## config.mk

```make
export PLATFORM = sky130hd
export DESIGN_NAME = line_point_generator_core
export DESIGN_NICKNAME = d
export VERILOG_FILES = /design/src/rtl/lpg_pkg.sv /design/src/rtl/lpg_ctrl.sv /design/src/rtl/lpg_datapath.sv /design/src/rtl/line_point_generator_core.sv
export SDC_FILE = /design/constraint.sdc
export NUM_CORES = 1
export LEC_CHECK = 0
export ABC_CLOCK_PERIOD_IN_PS = 9300
export BUFFER_PORTS_ARGS = -buffer_cell sky130_fd_sc_hd__buf_2
export CAP_MARGIN = 25
export CORE_AREA = 2 2 129 131
export DETAILED_ROUTE_END_ITERATION = 6
export DIE_AREA = 0 0 131 133
export PLACE_DENSITY = 0.6
export SKIP_LAST_GASP = 1
export SLEW_MARGIN = 20
export SYNTH_ARGS = -nofsm -noshare
export SYNTH_HDL_FRONTEND = slang
export SYNTH_SLANG_ARGS = --single-unit
```

## constraint.sdc

```tcl
create_clock -name clk -period 9.3 [get_ports clk]
set_input_delay 1.395 -clock clk [delete_from_list [all_inputs] [get_ports clk]]
set_output_delay 1.395 -clock clk [all_outputs]
set_load 0.01 [all_outputs]
```

## src/rtl/lpg_pkg.sv

```systemverilog
// Shared types and constants for the line point generator.
// No dependencies; imported by the controller, datapath, top level and checker.
package lpg_pkg;

	localparam int LAYER_W = 8;

	// controller -> datapath
	typedef struct packed {
		logic load;   // take a new line command
		logic emit;   // move the current point into the output register and step
	} lpg_cmd_t;

	// datapath -> controller
	typedef struct packed {
		logic at_end; // current point equals the end point
	} lpg_status_t;

endpackage

```

## src/rtl/lpg_ctrl.sv

```systemverilog
// Controller for the line point generator: idle/run sequencing and output beat valid.
// Depends on lpg_pkg.
module lpg_ctrl (
	input  logic               clk,
	input  logic               arst_n,
	input  logic               s_tvalid,
	output logic               s_tready,
	output logic               m_tvalid,
	input  logic               m_tready,
	input  lpg_pkg::lpg_status_t status,
	output lpg_pkg::lpg_cmd_t    cmd
);
	import lpg_pkg::*;

	localparam logic ST_IDLE = 1'b0;
	localparam logic ST_RUN  = 1'b1;

	logic state_q;
	logic out_valid_q;
	logic out_free;

	assign out_free = !out_valid_q || m_tready;

	always_comb begin
		cmd.load = s_tvalid && (state_q == ST_IDLE);
		cmd.emit = (state_q == ST_RUN) && out_free;
	end

	assign s_tready = (state_q == ST_IDLE);
	assign m_tvalid = out_valid_q;

	always_ff @(posedge clk or negedge arst_n) begin
		if (!arst_n) begin
			state_q     <= ST_IDLE;
			out_valid_q <= 1'b0;
		end else begin
			case (state_q)
				ST_IDLE: begin
					if (cmd.load)
						state_q <= ST_RUN;
				end
				ST_RUN: begin
					// leave once the end point has gone into the output register
					if (cmd.emit && status.at_end)
						state_q <= ST_IDLE;
				end
				default: state_q <= ST_IDLE;
			endcase

			if (cmd.emit)
				out_valid_q <= 1'b1;
			else if (m_tready)
				out_valid_q <= 1'b0;
		end
	end

endmodule

```

## src/rtl/lpg_datapath.sv

```systemverilog
// Datapath for the line point generator: command registers, error-term step unit
// and the output point register. Depends on lpg_pkg.
module lpg_datapath #(
	parameter int COORD_BITS = 6
) (
	input  logic                        clk,
	input  logic                        arst_n,
	input  lpg_pkg::lpg_cmd_t           cmd,
	input  logic [COORD_BITS-1:0]       start_x,
	input  logic [COORD_BITS-1:0]       start_y,
	input  logic [COORD_BITS-1:0]       end_x,
	input  logic [COORD_BITS-1:0]       end_y,
	input  logic [lpg_pkg::LAYER_W-1:0] layer,
	output lpg_pkg::lpg_status_t        status,
	output logic [COORD_BITS-1:0]       point_x,
	output logic [COORD_BITS-1:0]       point_y,
	output logic [lpg_pkg::LAYER_W-1:0] point_layer,
	output logic                        last_point
);
	import lpg_pkg::*;

	localparam int ERR_W = COORD_BITS + 2; // holds -(span_y) .. span_x
	localparam int E2_W  = ERR_W + 1;

	logic [COORD_BITS-1:0] cur_x_q, cur_y_q, goal_x_q, goal_y_q;
	logic [COORD_BITS-1:0] span_x_q, span_y_q;
	logic                  step_x_down_q, step_y_down_q;
	logic signed [ERR_W-1:0] error_q;
	logic [LAYER_W-1:0]    layer_q;

	logic [COORD_BITS-1:0] point_x_q, point_y_q;
	logic [LAYER_W-1:0]    point_layer_q;
	logic                  last_point_q;

	// command setup
	logic                  ld_x_down, ld_y_down;
	logic [COORD_BITS-1:0] ld_span_x, ld_span_y;
	logic signed [ERR_W-1:0] ld_error;

	// step unit
	logic signed [E2_W-1:0] e2, sx_ext, sy_ext, err_sum;
	logic                   x_step, y_step, at_end;

	always_comb begin
		ld_x_down = !(start_x < end_x);
		ld_y_down = !(start_y < end_y);
		ld_span_x = ld_x_down ? start_x - end_x : end_x - start_x;
		ld_span_y = ld_y_down ? start_y - end_y : end_y - start_y;
		ld_error  = $signed({2'b00, ld_span_x}) - $signed({2'b00, ld_span_y});
	end

	always_comb begin
		at_end  = (cur_x_q == goal_x_q) && (cur_y_q == goal_y_q);
		e2      = {error_q, 1'b0};
		sx_ext  = $signed({3'b000, span_x_q});
		sy_ext  = $signed({3'b000, span_y_q});
		x_step  = e2 > -sy_ext;
		y_step  = e2 < sx_ext;
		err_sum = {error_q[ERR_W-1], error_q}
			- (x_step ? sy_ext : '0)
			+ (y_step ? sx_ext : '0);
	end

	assign status.at_end = at_end;

	always_ff @(posedge clk or negedge arst_n) begin
		if (!arst_n) begin
			cur_x_q       <= '0;
			cur_y_q       <= '0;
			goal_x_q      <= '0;
			goal_y_q      <= '0;
			span_x_q      <= '0;
			span_y_q      <= '0;
			step_x_down_q <= 1'b0;
			step_y_down_q <= 1'b0;
			error_q       <= '0;
			layer_q       <= '0;
			point_x_q     <= '0;
			point_y_q     <= '0;
			point_layer_q <= '0;
			last_point_q  <= 1'b0;
		end else if (cmd.load) begin
			cur_x_q       <= start_x;
			cur_y_q       <= start_y;
			goal_x_q      <= end_x;
			goal_y_q      <= end_y;
			span_x_q      <= ld_span_x;
			span_y_q      <= ld_span_y;
			step_x_down_q <= ld_x_down;
			step_y_down_q <= ld_y_down;
			error_q       <= ld_error;
			layer_q       <= layer;
		end else if (cmd.emit) begin
			point_x_q     <= cur_x_q;
			point_y_q     <= cur_y_q;
			point_layer_q <= layer_q;
			last_point_q  <= at_end;
			error_q       <= err_sum[ERR_W-1:0];
			if (x_step)
				cur_x_q <= step_x_down_q ? cur_x_q - COORD_BITS'(1) : cur_x_q + COORD_BITS'(1);
			if (y_step)
				cur_y_q <= step_y_down_q ? cur_y_q - COORD_BITS'(1) : cur_y_q + COORD_BITS'(1);
		end
	end

	assign point_x     = point_x_q;
	assign point_y     = point_y_q;
	assign point_layer = point_layer_q;
	assign last_point  = last_point_q;

endmodule

```

## src/rtl/line_point_generator_core.sv

```systemverilog
// Line point generator top level: stream ports, controller and datapath.
// Depends on lpg_pkg, lpg_ctrl and lpg_datapath.
//
// Takes one line command per slave beat and returns every grid point of the
// line, start to end, one master beat per point, the end point marked by tlast.
// A line of N points (N = max(|dx|,|dy|) + 1, at most 2^COORD_BITS) occupies
// the block while its command is loaded, then while the single error-term step
// unit produces its points in turn. s_tready is low while a line is in progress;
// the next command is taken as soon as the end point is in the output register,
// even if that beat has not yet been taken. Master stalls hold the step unit.
module line_point_generator_core #(
	parameter int COORD_BITS = 6
) (
	input  logic clk,
	input  logic arst_n,
	input  logic s_tvalid,
	output logic s_tready,
	// start_x, start_y, end_x, end_y, layer (zero padded to bytes)
	input  logic [((4*COORD_BITS+lpg_pkg::LAYER_W+7)/8)*8-1:0] s_tdata,
	output logic m_tvalid,
	input  logic m_tready,
	// point_x, point_y, point_layer (zero padded to bytes)
	output logic [((2*COORD_BITS+lpg_pkg::LAYER_W+7)/8)*8-1:0] m_tdata,
	output logic m_tlast  // last_point
);
	import lpg_pkg::*;

	localparam int C      = COORD_BITS;
	localparam int OUT_W  = 2*C + LAYER_W;
	localparam int OUT_TW = ((OUT_W+7)/8)*8;

	lpg_cmd_t    cmd;
	lpg_status_t status;

	logic [C-1:0]       point_x, point_y;
	logic [LAYER_W-1:0] point_layer;

	lpg_ctrl u_ctrl (
		.clk      (clk),
		.arst_n   (arst_n),
		.s_tvalid (s_tvalid),
		.s_tready (s_tready),
		.m_tvalid (m_tvalid),
		.m_tready (m_tready),
		.status   (status),
		.cmd      (cmd)
	);

	lpg_datapath #(.COORD_BITS(COORD_BITS)) u_dp (
		.clk         (clk),
		.arst_n      (arst_n),
		.cmd         (cmd),
		.start_x     (s_tdata[C-1:0]),
		.start_y     (s_tdata[2*C-1:C]),
		.end_x       (s_tdata[3*C-1:2*C]),
		.end_y       (s_tdata[4*C-1:3*C]),
		.layer       (s_tdata[4*C+LAYER_W-1:4*C]),
		.status      (status),
		.point_x     (point_x),
		.point_y     (point_y),
		.point_layer (point_layer),
		.last_point  (m_tlast)
	);

	assign m_tdata = OUT_TW'({point_layer, point_y, point_x});

endmodule

```

==> results.py <==
metrics = {
    "timing": {
        "fin_setup_tns_ns": 0,
        "slew_headroom": 0.551,
        "setup_viol": 0,
        "worst_pin_slew_ns": 0.668,
        "finalClockSkew_ns": 0.00661,
        "fin_ws_ns": 4.75,
        "finalHoldViolations": 0,
        "timing.final.crit_period_ns": 4.55,
        "max_freq_mhz": 220,
        "finalCritPeriodShare": 0.489,
        "rsz0062_at_grt": "false",
        "drv_slew": 0,
    },
    "detailed_routing": {
        "vias_per_cell": 4.83,
        "wl_per_cell_um": 14.6,
        "firstDrtPassIters": 4,
        "route.detailed.drc": 0,
        "drt_iter0_markers": 185,
        "totalWireLength_um": 13300,
        "ant_nets": 0,
        "dr_total_vias": 4389,
    },
    "yosys": {
        "synthSimpleGateAreaFrac": 0.165,
        "yosys.area.top_type_share": 0.349,
        "post_synth_fa_ha_maj_area_fraction": 0.181,
        "syn-cell-area_um2": 5520,
        "synth-seq-cells": 77,
        "yosysTopAreaCell": "dfrtp_1",
        "avgSynthCellArea_um2": 8.79,
        "synth-xor-area-share": 0.0616,
        "synth_edf_count": 0,
        "seq_area_frac_synth": 0.349,
        "yosysWarnings": 0,
        "yosysUniqueCellTypes": 58,
        "yosysMostFrequentCell": "nand2_1",
        "synth_top_family_by_area": "adder cells",
        "synth_commonest_cells": "nand2_1 (125), dfrtp_1 (77), inv_1 (71)",
        "synth_ff_type": "dfrtp_1",
        "synth.area.mux_share": 0.0179,
        "synthCells": 628,
        "synthTopCellsByArea": "dfrtp_1 (35%), ha_1 (13%), nand2_1 (8.5%), inv_1 (4.8%), fa_1 (4.7%)",
        "synth_compound_area_frac": 0.156,
        "synthArstFlopShare": 1.00,
    },
    "final_layout": {
        "multiInputGateArea_um2": 3230,
        "regArea_um2": 1930,
        "fillerInstances": 1618,
        "drive_gt1_frac": 0.137,
        "fin_nets": 791,
        "fin_area_um2": 6340,
        "syn2layout_area_growth_pct": 14.9,
        "antenna_cells": 0,
    },
    "grt": {
        "track_usage": 0.166,
        "antenna_found_initial": 0,
        "grt_max_degree": 78,
        "grt_pass1_vias": 4450,
        "overflow": 0,
        "grt_pass1_wl_um": 22600,
    },
    "cts": {
        "clock_sink_count": 77,
        "clkSlewWorstSetupHoldPaths_ns": 0.06,
        "clk_path_buf_depth": 2,
        "post_cts_resized": 0,
        "clk_latency_ns": 0.33,
        "cts_setup_buffers": 0,
        "cts_hold_buf": 0,
        "cts_max_level": 3,
        "numCtsBuffers": 9,
        "cts_tree": "built",
        "root_buffer": "clkbuf_16",
    },
    "status": {
        "status": "finished clean",
    },
    "power_and_ir_drop": {
        "power_density_nw_per_um2": 327,
        "ir_worst_vdd_uv": 110,
        "p_int_mw": 1.17,
        "pwr-share-seq": 0.274,
        "netSwitchingFraction": 0.438,
        "netSwitchingPower_mw": 0.911,
        "leakage_nw": 3.22,
        "pwr-share-comb": 0.560,
        "clock_power_share": 0.166,
    },
    "place": {
        "dpl_worst_slack_ns": 4.56,
        "port_buffers": 58,
        "placed_area_um2": 6020,
        "dp_hpwl_um": 10100,
        "routabilityCongestion": 0.891,
    },
    "floorplanning": {
        "dieHeight_um": 133,
        "rows": 47,
        "fp.coreArea_um2": 16200,
        "dieArea_um2": 17400,
        "dieWidth_um": 131,
        "start_util": 0.341,
        "io_pins": 63,
    },
    "critical_path": {
        "worstPathMaxFanout": 5,
        "rrSetupSlack_ns": 4.75,
        "worst_ep_arrival_time_ns": 4.76,
        "required_ns": 9.51,
        "cp-start-kind": "flop",
        "critPathLaunch": "u_dp.span_y_q[2]",
        "crit_type": "reg -> reg",
        "r2r-start": "u_dp.span_y_q[2]",
        "end_kind": "flop",
    },
    "min_path": {
        "min_path_type": "reg -> reg",
        "hold_start": "u_dp.layer_q[2]",
    },
    "job": {
        "drv_cap": 0,
    },
}
## metrics by stage
| step | hold slack (ns) | util | total power [mW] | std cells |
|---|---|---|---|---|
| after global placement | 0.452 | 0.373 | 1.73 | 891 |
| final | 0.467 | 0.392 | 2.08 | 908 |
| after detailed placement | 0.454 | 0.373 | 1.73 | 891 |
| after global routing | 0.491 | 0.392 | 2.30 | 908 |
| after floorplan | 0.439 | - | 1.42 | 631 |
| after CTS | 0.465 | 0.391 | 2.09 | 907 |
## final cells by class
cell class / instances / share of cell area
clock inverters: 6 / 0.0101
inverters: 72 / 0.0426
repair buffers: 63 / 0.0552
clock buffers: 10 / 0.0361
flip-flops and latches: 77 / 0.304
well taps: 220 / 0.0434
multi-input cells: 460 / 0.509
## per-layer routing
metal / track usage / share of wire
met5: 0 / 0
met4: 0.0621 / 0.026
met3: 0.0247 / 0.027
met2: 0.265 / 0.47
met1: 0.229 / 0.47
## power by group through the flow
stage | combinational [mW] | clock, mW | sequential [mW]
3_5_place_dp | 1.15 | 0 | 0.574
5_1_grt | 1.34 | 0.367 | 0.589
6_report | 1.16 | 0.346 | 0.568
4_1_cts | 1.17 | 0.353 | 0.569
2_1_floorplan | 0.860 | 0 | 0.558
3_3_place_gp | 1.15 | 0 | 0.574
## critical path: stages (launching register included)
cell	delay [ns]
dfrtp_1	0.43
nor2_1	0.21
nand4b_1	0.17
nor2_1	0.14
ha_1	0.28
a211oi_2	0.28
nand3b_1	0.12
o311ai_1	0.35
o21ai_0	0.22
and2_1	0.22
fa_1	0.56
inv_1	0.06
ha_1	0.29
a21o_1	0.18
a21oi_1	0.21
nor2b_1	0.10
o211ai_1	0.23
a21oi_1	0.09
a31oi_1	0.20
o21ai_0	0.11
## path summary, 6_finish.rpt
check,depth (start not counted),to
setup / recovery,19,u_dp.error_q[7]
hold / removal,2,u_dp.point_layer[2]
setup reg to reg,19,u_dp.error_q[7]
hold reg to reg,2,u_dp.point_layer[2]
max in group asynchronous,2,u_dp.point_x[3]
min in group asynchronous,1,u_dp.point_layer[4]
## layout by cell type (no fill, tap or decap), types with 5 or more instances in the layout
cell type / count
nor4_1: 5
nor3_1: 7
clkbuf_16: 9
a31oi_1: 6
a21o_1: 10
mux2i_1: 7
a211oi_1: 7
nor2_1: 19
and2_1: 7
o21ai_0: 39
nand3_1: 12
a21oi_1: 31
fa_1: 13
buf_2: 57
ha_1: 59
nor2b_1: 10
xor2_1: 20
inv_1: 71
o221ai_1: 6
nand2_1: 124
buf_4: 5
xnor2_1: 17
dfrtp_1: 77
## cells by family after synthesis
logic type | Yosys count
mux | 9
fa+ha+maj | 72
simple gates | 203
other cells | 1
compound gates | 134
xor+xnor | 38
buf+inv | 94
flops | 77
Note: power is estimated with default switching activity, not from simulation.
